File: src/rtl/core/dast_pkg.sv
// ---------------------------------------------------------------------------
// Daily alarm schedule table: shared definitions
// Entry, request and evaluation types, op and status codes, sequencer states.
// ---------------------------------------------------------------------------
package dast_pkg;

    localparam int OP_W     = 3;
    localparam int MINUTE_W = 11;
    localparam int ID_W     = 8;
    localparam int HOUR_W   = 5;
    localparam int MIN_W    = 6;
    localparam int STATUS_W = 2;
    localparam int TIME_W   = 12;

    localparam logic [TIME_W-1:0] MINUTES_PER_HOUR = 12'd60;

    localparam logic [OP_W-1:0] OP_TICK   = 3'd0;
    localparam logic [OP_W-1:0] OP_ADD    = 3'd1;
    localparam logic [OP_W-1:0] OP_REMOVE = 3'd2;
    localparam logic [OP_W-1:0] OP_TOGGLE = 3'd3;
    localparam logic [OP_W-1:0] OP_UPDATE = 3'd4;
    localparam logic [OP_W-1:0] OP_CLEAR  = 3'd5;

    localparam logic [STATUS_W-1:0] ST_FIRED    = 2'd0;
    localparam logic [STATUS_W-1:0] ST_OK       = 2'd1;
    localparam logic [STATUS_W-1:0] ST_NOTFOUND = 2'd2;
    localparam logic [STATUS_W-1:0] ST_FULL     = 2'd3;

    localparam logic [ID_W-1:0] NEXT_ID_RESET = 8'd1;

    typedef struct packed {
        logic [ID_W-1:0]     id;
        logic [HOUR_W-1:0]   hour;
        logic [MIN_W-1:0]    minute;
        logic                enabled;
        logic                rpt;
        logic                has_fired;
        logic [MINUTE_W-1:0] last_fired;
    } t_entry;

    typedef struct packed {
        logic [OP_W-1:0]     op;
        logic [MINUTE_W-1:0] minute_now;
        logic [ID_W-1:0]     entry_id;
        logic [HOUR_W-1:0]   hour_of_day;
        logic [MIN_W-1:0]    minute_of_hour;
        logic                enable_flag;
        logic                repeat_flag;
    } t_req;

    typedef struct packed {
        logic   match;
        logic   fire;
        t_entry tick_entry;
        t_entry edit_entry;
    } t_eval;

    typedef enum logic [2:0] {
        S_IDLE,
        S_SCAN,
        S_ADD,
        S_FIND,
        S_SHIFT,
        S_FINISH
    } t_state;

endpackage

File: src/rtl/core/dast_ram.sv
// ---------------------------------------------------------------------------
// Generic RAM
// One write port and one read port, read data registered.
// ---------------------------------------------------------------------------
module dast_ram #(
    parameter int WIDTH = 33,
    parameter int DEPTH = 16,
    localparam int AW   = (DEPTH > 1) ? $clog2(DEPTH) : 1
) (
    input  logic             i_clk,
    input  logic             i_we,
    input  logic [AW-1:0]    i_waddr,
    input  logic [WIDTH-1:0] i_wdata,
    input  logic [AW-1:0]    i_raddr,
    output logic [WIDTH-1:0] o_rdata
);

    logic [WIDTH-1:0] r_mem [DEPTH];
    logic [WIDTH-1:0] r_rdata;

    always_ff @(posedge i_clk) begin
        if (i_we) begin
            r_mem[i_waddr] <= i_wdata;
        end
        r_rdata <= r_mem[i_raddr];
    end

    assign o_rdata = r_rdata;

endmodule

File: src/rtl/core/dast_eval.sv
// ---------------------------------------------------------------------------
// Entry evaluation unit
// Judges one stored entry against the current request: id match, firing
// decision for a tick, and the rewritten entry for tick, toggle and update.
// ---------------------------------------------------------------------------
module dast_eval
    import dast_pkg::*;
(
    input  t_req   i_req,
    input  t_entry i_entry,
    output t_eval  o_eval
);

    logic [TIME_W-1:0] w_alarm_time;
    logic [TIME_W-1:0] w_now;
    logic [TIME_W-1:0] w_last_next;
    logic              w_skip;
    logic              w_fire;
    logic              w_expire;
    t_entry            w_tick;
    t_entry            w_edit;

    assign w_alarm_time = {{(TIME_W-HOUR_W){1'b0}}, i_entry.hour} * MINUTES_PER_HOUR
                        + {{(TIME_W-MIN_W){1'b0}}, i_entry.minute};
    assign w_now        = {{(TIME_W-MINUTE_W){1'b0}}, i_req.minute_now};
    assign w_last_next  = {{(TIME_W-MINUTE_W){1'b0}}, i_entry.last_fired} + 12'd1;

    // An entry that already fired in this very minute is left alone.
    assign w_skip   = !i_entry.enabled
                   || (i_entry.has_fired && (i_entry.last_fired == i_req.minute_now));
    assign w_fire   = !w_skip && (w_alarm_time == w_now);
    assign w_expire = !w_skip && !w_fire && !i_entry.rpt && i_entry.has_fired
                   && (w_now > w_last_next);

    always_comb begin
        w_tick = i_entry;
        if (w_fire) begin
            w_tick.last_fired = i_req.minute_now;
            w_tick.has_fired  = 1'b1;
            if (!i_entry.rpt) begin
                w_tick.enabled = 1'b0;
            end
        end else if (w_expire) begin
            w_tick.enabled = 1'b0;
        end
    end

    always_comb begin
        w_edit         = i_entry;
        w_edit.enabled = i_req.enable_flag;
        if (i_req.op == OP_UPDATE) begin
            w_edit.hour   = i_req.hour_of_day;
            w_edit.minute = i_req.minute_of_hour;
            w_edit.rpt    = i_req.repeat_flag;
        end
    end

    assign o_eval.match      = (i_entry.id == i_req.entry_id);
    assign o_eval.fire       = w_fire;
    assign o_eval.tick_entry = w_tick;
    assign o_eval.edit_entry = w_edit;

endmodule

File: src/rtl/core/dast_ctrl.sv
// ---------------------------------------------------------------------------
// Schedule table sequencer
// Walks the table one entry per cycle through the RAM read port, applies the
// evaluation result through the write port, and registers every result.
// ---------------------------------------------------------------------------
module dast_ctrl
    import dast_pkg::*;
#(
    parameter int MAX_ENTRIES = 16,
    localparam int AW         = (MAX_ENTRIES > 1) ? $clog2(MAX_ENTRIES) : 1,
    localparam int CW         = $clog2(MAX_ENTRIES + 1)
) (
    input  logic                i_clk,
    input  logic                i_rst_n,
    input  logic                i_start,
    input  t_req                i_req,
    output logic                o_busy,
    output t_req                o_req,
    input  t_entry              i_rd_entry,
    input  t_eval               i_eval,
    output logic [AW-1:0]       o_raddr,
    output logic                o_we,
    output logic [AW-1:0]       o_waddr,
    output t_entry              o_wdata,
    output logic                o_strobe,
    output logic [STATUS_W-1:0] o_status,
    output logic [ID_W-1:0]     o_result_id,
    output logic                o_last_item
);

    localparam logic [CW-1:0] FULL_COUNT = CW'(MAX_ENTRIES);

    t_state              r_state, n_state;
    t_req                r_req, n_req;
    logic [CW-1:0]       r_count, n_count;
    logic [CW-1:0]       r_idx, n_idx;
    logic                r_pend, n_pend;
    logic [AW-1:0]       r_widx, n_widx;
    logic [ID_W-1:0]     r_next_id, n_next_id;
    logic                r_strobe, n_strobe;
    logic [STATUS_W-1:0] r_status, n_status;
    logic [ID_W-1:0]     r_result_id, n_result_id;
    logic                r_last_item, n_last_item;

    logic                w_more;
    logic                w_drained;
    logic [ID_W-1:0]     w_add_id;
    t_entry              w_new_entry;

    // r_pend says the RAM output holds entry r_widx, read in the last cycle.
    assign w_more    = (r_idx < r_count);
    assign w_drained = !r_pend && !w_more;

    assign w_add_id = (r_req.entry_id == '0) ? r_next_id : r_req.entry_id;

    always_comb begin
        w_new_entry            = '0;
        w_new_entry.id         = w_add_id;
        w_new_entry.hour       = r_req.hour_of_day;
        w_new_entry.minute     = r_req.minute_of_hour;
        w_new_entry.enabled    = r_req.enable_flag;
        w_new_entry.rpt        = r_req.repeat_flag;
    end

    always_comb begin
        n_state = r_state;
        case (r_state)
            S_IDLE: begin
                if (i_start) begin
                    case (i_req.op)
                        OP_TICK:                          n_state = S_SCAN;
                        OP_ADD:                           n_state = S_ADD;
                        OP_REMOVE, OP_TOGGLE, OP_UPDATE:  n_state = S_FIND;
                        default:                          n_state = S_FINISH;
                    endcase
                end
            end
            S_SCAN, S_SHIFT: begin
                if (w_drained) begin
                    n_state = S_IDLE;
                end
            end
            S_FIND: begin
                if (r_pend && i_eval.match) begin
                    n_state = (r_req.op == OP_REMOVE) ? S_SHIFT : S_IDLE;
                end else if (w_drained) begin
                    n_state = S_IDLE;
                end
            end
            S_ADD, S_FINISH: n_state = S_IDLE;
            default:         n_state = S_IDLE;
        endcase
    end

    always_comb begin
        n_req       = r_req;
        n_count     = r_count;
        n_idx       = r_idx;
        n_pend      = 1'b0;
        n_widx      = r_widx;
        n_next_id   = r_next_id;
        n_strobe    = 1'b0;
        n_status    = ST_OK;
        n_result_id = '0;
        n_last_item = 1'b1;
        o_raddr     = r_idx[AW-1:0];
        o_we        = 1'b0;
        o_waddr     = r_widx;
        o_wdata     = i_rd_entry;

        case (r_state)
            S_IDLE: begin
                if (i_start) begin
                    n_req = i_req;
                    n_idx = '0;
                end
            end
            S_SCAN: begin
                if (r_pend) begin
                    o_we    = 1'b1;
                    o_wdata = i_eval.tick_entry;
                    if (i_eval.fire) begin
                        n_strobe    = 1'b1;
                        n_status    = ST_FIRED;
                        n_result_id = i_rd_entry.id;
                        n_last_item = 1'b0;
                    end
                end
                if (w_more) begin
                    n_pend = 1'b1;
                    n_widx = r_idx[AW-1:0];
                    n_idx  = r_idx + 1'b1;
                end
                if (w_drained) begin
                    n_strobe = 1'b1;
                end
            end
            S_ADD: begin
                n_strobe = 1'b1;
                if (r_count == FULL_COUNT) begin
                    n_status = ST_FULL;
                end else begin
                    o_we        = 1'b1;
                    o_waddr     = r_count[AW-1:0];
                    o_wdata     = w_new_entry;
                    n_count     = r_count + 1'b1;
                    n_result_id = w_add_id;
                    if ((r_req.entry_id == '0) || (r_req.entry_id >= r_next_id)) begin
                        n_next_id = w_add_id + 1'b1;
                    end
                end
            end
            S_FIND: begin
                if (r_pend && i_eval.match) begin
                    if (r_req.op == OP_REMOVE) begin
                        // Entries behind the match move down one slot each.
                        n_idx = CW'(r_widx) + 1'b1;
                    end else begin
                        o_we     = 1'b1;
                        o_wdata  = i_eval.edit_entry;
                        n_strobe = 1'b1;
                    end
                end else begin
                    if (w_more) begin
                        n_pend = 1'b1;
                        n_widx = r_idx[AW-1:0];
                        n_idx  = r_idx + 1'b1;
                    end
                    if (w_drained) begin
                        n_strobe = 1'b1;
                        n_status = ST_NOTFOUND;
                    end
                end
            end
            S_SHIFT: begin
                if (r_pend) begin
                    o_we    = 1'b1;
                    o_waddr = r_widx - 1'b1;
                end
                if (w_more) begin
                    n_pend = 1'b1;
                    n_widx = r_idx[AW-1:0];
                    n_idx  = r_idx + 1'b1;
                end
                if (w_drained) begin
                    n_count  = r_count - 1'b1;
                    n_strobe = 1'b1;
                end
            end
            S_FINISH: begin
                n_strobe = 1'b1;
                if (r_req.op == OP_CLEAR) begin
                    n_count = '0;
                end
            end
            default: begin
            end
        endcase
    end

    always_ff @(posedge i_clk) begin
        if (!i_rst_n) begin
            r_state   <= S_IDLE;
            r_count   <= '0;
            r_pend    <= 1'b0;
            r_next_id <= NEXT_ID_RESET;
            r_strobe  <= 1'b0;
        end else begin
            r_state   <= n_state;
            r_count   <= n_count;
            r_pend    <= n_pend;
            r_next_id <= n_next_id;
            r_strobe  <= n_strobe;
        end
    end

    always_ff @(posedge i_clk) begin
        r_req       <= n_req;
        r_idx       <= n_idx;
        r_widx      <= n_widx;
        r_status    <= n_status;
        r_result_id <= n_result_id;
        r_last_item <= n_last_item;
    end

    assign o_busy      = (r_state != S_IDLE);
    assign o_req       = r_req;
    assign o_strobe    = r_strobe;
    assign o_status    = r_status;
    assign o_result_id = r_result_id;
    assign o_last_item = r_last_item;

endmodule

File: src/rtl/core/daily_alarm_schedule_table.sv
// ---------------------------------------------------------------------------
// Daily alarm schedule table
// Ordered table of daily alarms with add, remove, toggle, update, clear and
// a minute tick that reports every alarm firing in that minute.
// ---------------------------------------------------------------------------
//
//  channel   handshake            payload
//  request   start / busy         i_op, i_minute_now, i_entry_id, i_hour_of_day,
//                                 i_minute_of_hour, i_enable_flag, i_repeat_flag
//  result    o_strobe (1 cycle)   o_status, o_result_id, o_last_item
//
// A request is taken when start is high and busy is low. A tick holds busy while it
// makes one RAM read per entry through the shared evaluation unit; toggle, update and
// an unknown id search the table (S_FIND), remove also shifts the entries behind the
// match (S_SHIFT), and add, clear and the spare codes only pass S_ADD or S_FINISH.
// Reset empties the table at once (fill count) and sets the next id to one. Results
// cannot be stalled: each is shown for one cycle, the last one with busy already low.
module daily_alarm_schedule_table
    import dast_pkg::*;
#(
    parameter int MAX_ENTRIES = 16
) (
    input  logic                i_clk,
    input  logic                i_rst_n,
    input  logic                start,
    output logic                busy,
    input  logic [OP_W-1:0]     i_op,
    input  logic [MINUTE_W-1:0] i_minute_now,
    input  logic [ID_W-1:0]     i_entry_id,
    input  logic [HOUR_W-1:0]   i_hour_of_day,
    input  logic [MIN_W-1:0]    i_minute_of_hour,
    input  logic                i_enable_flag,
    input  logic                i_repeat_flag,
    output logic                o_strobe,
    output logic [STATUS_W-1:0] o_status,
    output logic [ID_W-1:0]     o_result_id,
    output logic                o_last_item
);

    localparam int AW = (MAX_ENTRIES > 1) ? $clog2(MAX_ENTRIES) : 1;

    t_req            w_in_req;
    t_req            w_req;
    t_entry          w_rd_entry;
    t_entry          w_wdata;
    t_eval           w_eval;
    logic [AW-1:0]   w_raddr;
    logic [AW-1:0]   w_waddr;
    logic            w_we;

    assign w_in_req.op             = i_op;
    assign w_in_req.minute_now     = i_minute_now;
    assign w_in_req.entry_id       = i_entry_id;
    assign w_in_req.hour_of_day    = i_hour_of_day;
    assign w_in_req.minute_of_hour = i_minute_of_hour;
    assign w_in_req.enable_flag    = i_enable_flag;
    assign w_in_req.repeat_flag    = i_repeat_flag;

    dast_ctrl #(
        .MAX_ENTRIES (MAX_ENTRIES)
    ) u_ctrl (
        .i_clk       (i_clk),
        .i_rst_n     (i_rst_n),
        .i_start     (start),
        .i_req       (w_in_req),
        .o_busy      (busy),
        .o_req       (w_req),
        .i_rd_entry  (w_rd_entry),
        .i_eval      (w_eval),
        .o_raddr     (w_raddr),
        .o_we        (w_we),
        .o_waddr     (w_waddr),
        .o_wdata     (w_wdata),
        .o_strobe    (o_strobe),
        .o_status    (o_status),
        .o_result_id (o_result_id),
        .o_last_item (o_last_item)
    );

    dast_eval u_eval (
        .i_req   (w_req),
        .i_entry (w_rd_entry),
        .o_eval  (w_eval)
    );

    dast_ram #(
        .WIDTH ($bits(t_entry)),
        .DEPTH (MAX_ENTRIES)
    ) u_ram (
        .i_clk   (i_clk),
        .i_we    (w_we),
        .i_waddr (w_waddr),
        .i_wdata (w_wdata),
        .i_raddr (w_raddr),
        .o_rdata (w_rd_entry)
    );

endmodule

File: config.mk
export PLATFORM = sky130hd
export DESIGN_NAME = daily_alarm_schedule_table
export DESIGN_NICKNAME = d
export VERILOG_FILES = /design/src/rtl/core/dast_pkg.sv /design/src/rtl/core/dast_ram.sv /design/src/rtl/core/dast_eval.sv /design/src/rtl/core/dast_ctrl.sv /design/src/rtl/core/daily_alarm_schedule_table.sv
export SDC_FILE = /design/constraint.sdc
export NUM_CORES = 1
export LEC_CHECK = 0
export BUFFER_PORTS_ARGS = -buffer_cell sky130_fd_sc_hd__buf_2
export CORE_AREA = 2 2 158 314
export DETAILED_ROUTE_END_ITERATION = 10
export DIE_AREA = 0 0 160 316
export PLACE_DENSITY = 0.69
export SLEW_MARGIN = 5
export SYNTH_ARGS = -nofsm -noshare
export SYNTH_HDL_FRONTEND = slang
export SYNTH_SLANG_ARGS = --single-unit
File: constraint.sdc
create_clock -name i_clk -period 7.8 [get_ports i_clk]
set_input_delay 0.39 -clock i_clk [delete_from_list [all_inputs] [get_ports i_clk]]
set_output_delay 0.39 -clock i_clk [all_outputs]
set_load 0.01 [all_outputs]
==> impl_metrics.csv <==
group,metric,value,unit
global_routing,grtUsageTotal,24.5,%
hold_path,holdPathEnd,"u_ctrl.o_req[9]",
clock_network,insertion_delay,610,ps
floorplan,coreArea,48200,um2
logic_synthesis,synth_compound_area_share,3.86,%
logic_synthesis,ys_ff_latch,634,
placed_design,numPortBuffers,50,
logic_synthesis,synthDistinctLibCells,72,
routing,ant_nets,0,
setup_path,timing.rr.start,"u_ram.o_rdata[22]",
power,cellLeakagePower,9.70,nW
logic_synthesis,syn_avg_cell_area,18.6,um2
layout,area_delta_synth_final,12.3,%
setup_path,crit_arrival,6450,ps
sta,fin_crit,6210,ps
clock_network,numCtsBuffers,54,
floorplan,fp-row-count,114,
status,status,"completed",
layout,drive_gt1_share,23.8,%
setup_path,crit_top_cell,"fa_1",
routing,drt_iter0_drc,1424,
logic_synthesis,synth_simple_gate_area_share,4.22,%
setup_path,critPathLaunch,"u_ram.o_rdata[22]",
setup_path,critPathLaunchType,"flop",
clock_network,cts_tree,"done",
logic_synthesis,synthCells,1404,
placed_design,gp_congestion,0.892,
sta,rsz0062_at_grt,"false",
setup_path,path_max_fanout,16,
power,total_power,11.3,mW
setup_path,ff2ff_path_depth,13,
logic_synthesis,synth_fp_nets,1498,
layout,n_fill_cell,3547,
layout,register_area,18400,um2
layout,multi_input_area,7440,um2
sta,drv_slew,0,
sta,finalClockSkew,16.3,ps
sta,fmax,161,MHz
global_routing,grt_pass1_wl,90100,um
logic_synthesis,synth_area,26200,um2
global_routing,grt_max_degree,75,
sta,finalCritPeriodShare,79.6,%
global_routing,grt_pass1_vias,14400,
setup_path,crit_slowest_cell,"mux2i_1",
routing,wl_per_cell,27.6,um
power,ir_worst_vdd,232,uV
setup_path,cp.buffers_inverters,3,
sta,finalSetupViolations,0,
setup_path,worstPathRequired,8040,ps
hold_path,holdPathStages,1,
clock_network,cts_resized,0,
routing,route.detailed.drc,0,
clock_network,ctsHtreeMaxLevel,2,
setup_path,critical_path_class,"reg2reg",
logic_synthesis,synth_top_family_by_area,"multiplexers",
sta,setup_tns,0,ps
setup_path,worstSetupEndpointType,"flop",
setup_path,path_delay_family,"adder cells",
logic_synthesis,synth-adder-area-share,2.94,%
clock_network,clk_pin_slew,70,ps
logic_synthesis,synthFlopType,"edfxtp_1",
routing,via_count,13800,
setup_path,cp_cell_sequence,"fa_1, fa_1, inv_1, fa_1, inv_1, ha_1, or2_2, o21ai_0, xnor2_1, or4_1, nor4_4, buf_4, mux2i_1",
setup_path,max_stage_delay,1000,ps
floorplan,fp.dieW,160,um
floorplan,dieArea,50600,um2
layout,final_nets,1611,
logic_synthesis,synthMuxAreaShare,15.2,%
floorplan,die_height,316,um
placed_design,place_ws,1650,ps
clock_network,cts.sinks,634,
global_routing,grt-ovfl-total,0,
logic_synthesis,synth_xor_area_share,1.74,%
setup_path,rrSetupSlack,1590,ps
logic_synthesis,async_reset_ff_share,0,%
logic_synthesis,ys_warn_count,0,
placed_design,hpwl,34500,um
routing,viasPerCell,6.26,
sta,final.setup.worst_slack,1590,ps
setup_path,r2r_end,"u_ram.r_mem[4][9]",
hold_path,hold_class,"in2reg",
routing,drt_wl_total,60800,um
logic_synthesis,synth_edf_count,572,
logic_synthesis,ys_seq_area_share,70.4,%
floorplan,io_pins,51,
clock_network,clockBufferDepth,3,
sta,hold_viol,0,
layout,antennaDiodeCount,0,
sta,relSlewSlack,19.1,%
hold_path,worstHoldStart,"i_hour_of_day[1]",
floorplan,start_util,54.2,%
sta,worst_pin_slew,1180,ps
global_routing,antenna_found_initial,0,
flow_run,cap_violations,0,
routing,first_pass_iters,5,
clock_network,cts_root_buf,"clkbuf_16",
power,cellPowerDensity,385,nW/um2
-- synth_stat cells, drive strengths merged (4+ instances only) --
| cell type | n | share of area (%) |
|---|---|---|
| nand4 | 4 | 0.096 |
| buf | 16 | 0.29 |
| edfxtp | 572 | 66 |
| nor2b | 11 | 0.26 |
| nand3 | 18 | 0.34 |
| nand2 | 55 | 0.79 |
| or2 | 7 | 0.17 |
| dfxtp | 62 | 4.7 |
| xnor2 | 34 | 1.1 |
| inv | 52 | 0.75 |
| nand2b | 10 | 0.24 |
| a31oi | 10 | 0.24 |
| ha | 47 | 2.2 |
| xor2 | 18 | 0.60 |
| o21a | 5 | 0.14 |
| a21o | 29 | 0.83 |
| mux4 | 165 | 14 |
| nor3b | 5 | 0.14 |
| mux2 | 13 | 0.56 |
| nor3 | 9 | 0.17 |
| clkbuf | 37 | 0.53 |
| or3 | 5 | 0.14 |
| o21ai | 26 | 0.50 |
| a21oi | 41 | 0.80 |
| a211oi | 5 | 0.20 |
| mux2i | 12 | 0.46 |
| nor2 | 59 | 0.85 |
| and2 | 6 | 0.14 |
| nor4 | 9 | 0.32 |
| and3 | 8 | 0.19 |
| fa | 9 | 0.69 |
-- layout by cell type (no fill, tap or decap), types with 11 or more instances in the layout --
master         instances
a21o_1                29
a21oi_1               40
buf_2                 50
buf_4                 28
clkbuf_1              17
clkbuf_16             55
dfxtp_1               62
dlygate4sd3_1         32
edfxtp_1             572
ha_1                  47
inv_1                 52
mux2_2                13
mux2i_1               12
mux4_2               165
nand2_1               55
nand3_1               18
nor2_1                43
nor2_4                16
nor2b_1               11
o21ai_0               25
xnor2_1               34
xor2_1                18
-- power breakdown --
part / internal [mW] / switching [mW]
combinational: 1.75 / 2.25
sequential: 4.39 / 0.251
clock: 1.46 / 1.19
-- how the worst max path moves through the flow --
stage,to,depth (start not counted)
floorplan,u_ram.r_mem[0][0],13
global placement,u_ram.r_mem[8][4],13
detailed placement,u_ram.r_mem[10][4],13
CTS,u_ram.r_mem[14][4],13
global route,u_ram.r_mem[7][4],13
finish,u_ram.r_mem[4][9],13
-- cells by family (layout without fill, tap and decap cells) --
family	count (synthesis)	count (layout)
adders and majority gates	56	56
muxes	190	190
buffers and inverters	106	264
DFF	634	634
xor gates and xnor gates	52	52
and+or+nand+nor	217	217
AOI/OAI and AO/OA	149	149
-- layout make-up --
| cell class | count | area share, % |
|---|---|---|
| sequential | 634 | 62.7 |
| clock inverter | 20 | 0.575 |
| clock buffer | 81 | 5.33 |
| tap | 638 | 2.72 |
| inverter | 53 | 0.677 |
| multi-input combinational | 664 | 25.3 |
| timing repair buffer | 110 | 2.66 |
-- layer usage --
layer,global-route usage (%),wire length (um),vias to the layer above
met2,44.7,32700,522
met4,11.3,2860,0
met1,29.4,22300,7252
li1,-,-,5854
met5,0,0,-
met3,2.66,2930,152
-- flip-flops by register name, indices dropped and copies added, names as in the netlist --
| name | count |
|---|---|
| u_ram.r_mem | 528 |
| u_ctrl.o_req | 35 |
| u_ram.o_rdata | 33 |
| u_ctrl.o_result_id | 8 |
| u_ctrl.r_next_id | 8 |
| u_ctrl.r_count | 5 |
| u_ctrl.r_idx | 5 |
| u_ctrl.r_widx | 4 |
| u_ctrl.r_state | 3 |
| u_ctrl.o_status | 2 |
| u_ctrl.o_last_item | 1 |
| u_ctrl.o_strobe | 1 |
| u_ctrl.r_pend | 1 |
-- stage by stage --
step / instance area [um2] / hold slack, ps / utilization (%) / instances
5_1_grt: 29400 / 12.0 / 60.9 / 2200
3_5_place_dp: 27300 / 482 / 56.7 / 2067
3_3_place_gp: 27300 / 478 / 56.7 / 2067
6_report: 29400 / 9.85 / 60.9 / 2200
4_1_cts: 29400 / 7.59 / 60.9 / 2200
2_1_floorplan: 26200 / 452 / - / 1404
-- timing repair --
item / in CTS / in global routing
buffers inserted: 0 / 0
hold endpoints to repair: 32 / 0
hold buffers: 32 / 0
(Power assumes the default switching activity.)
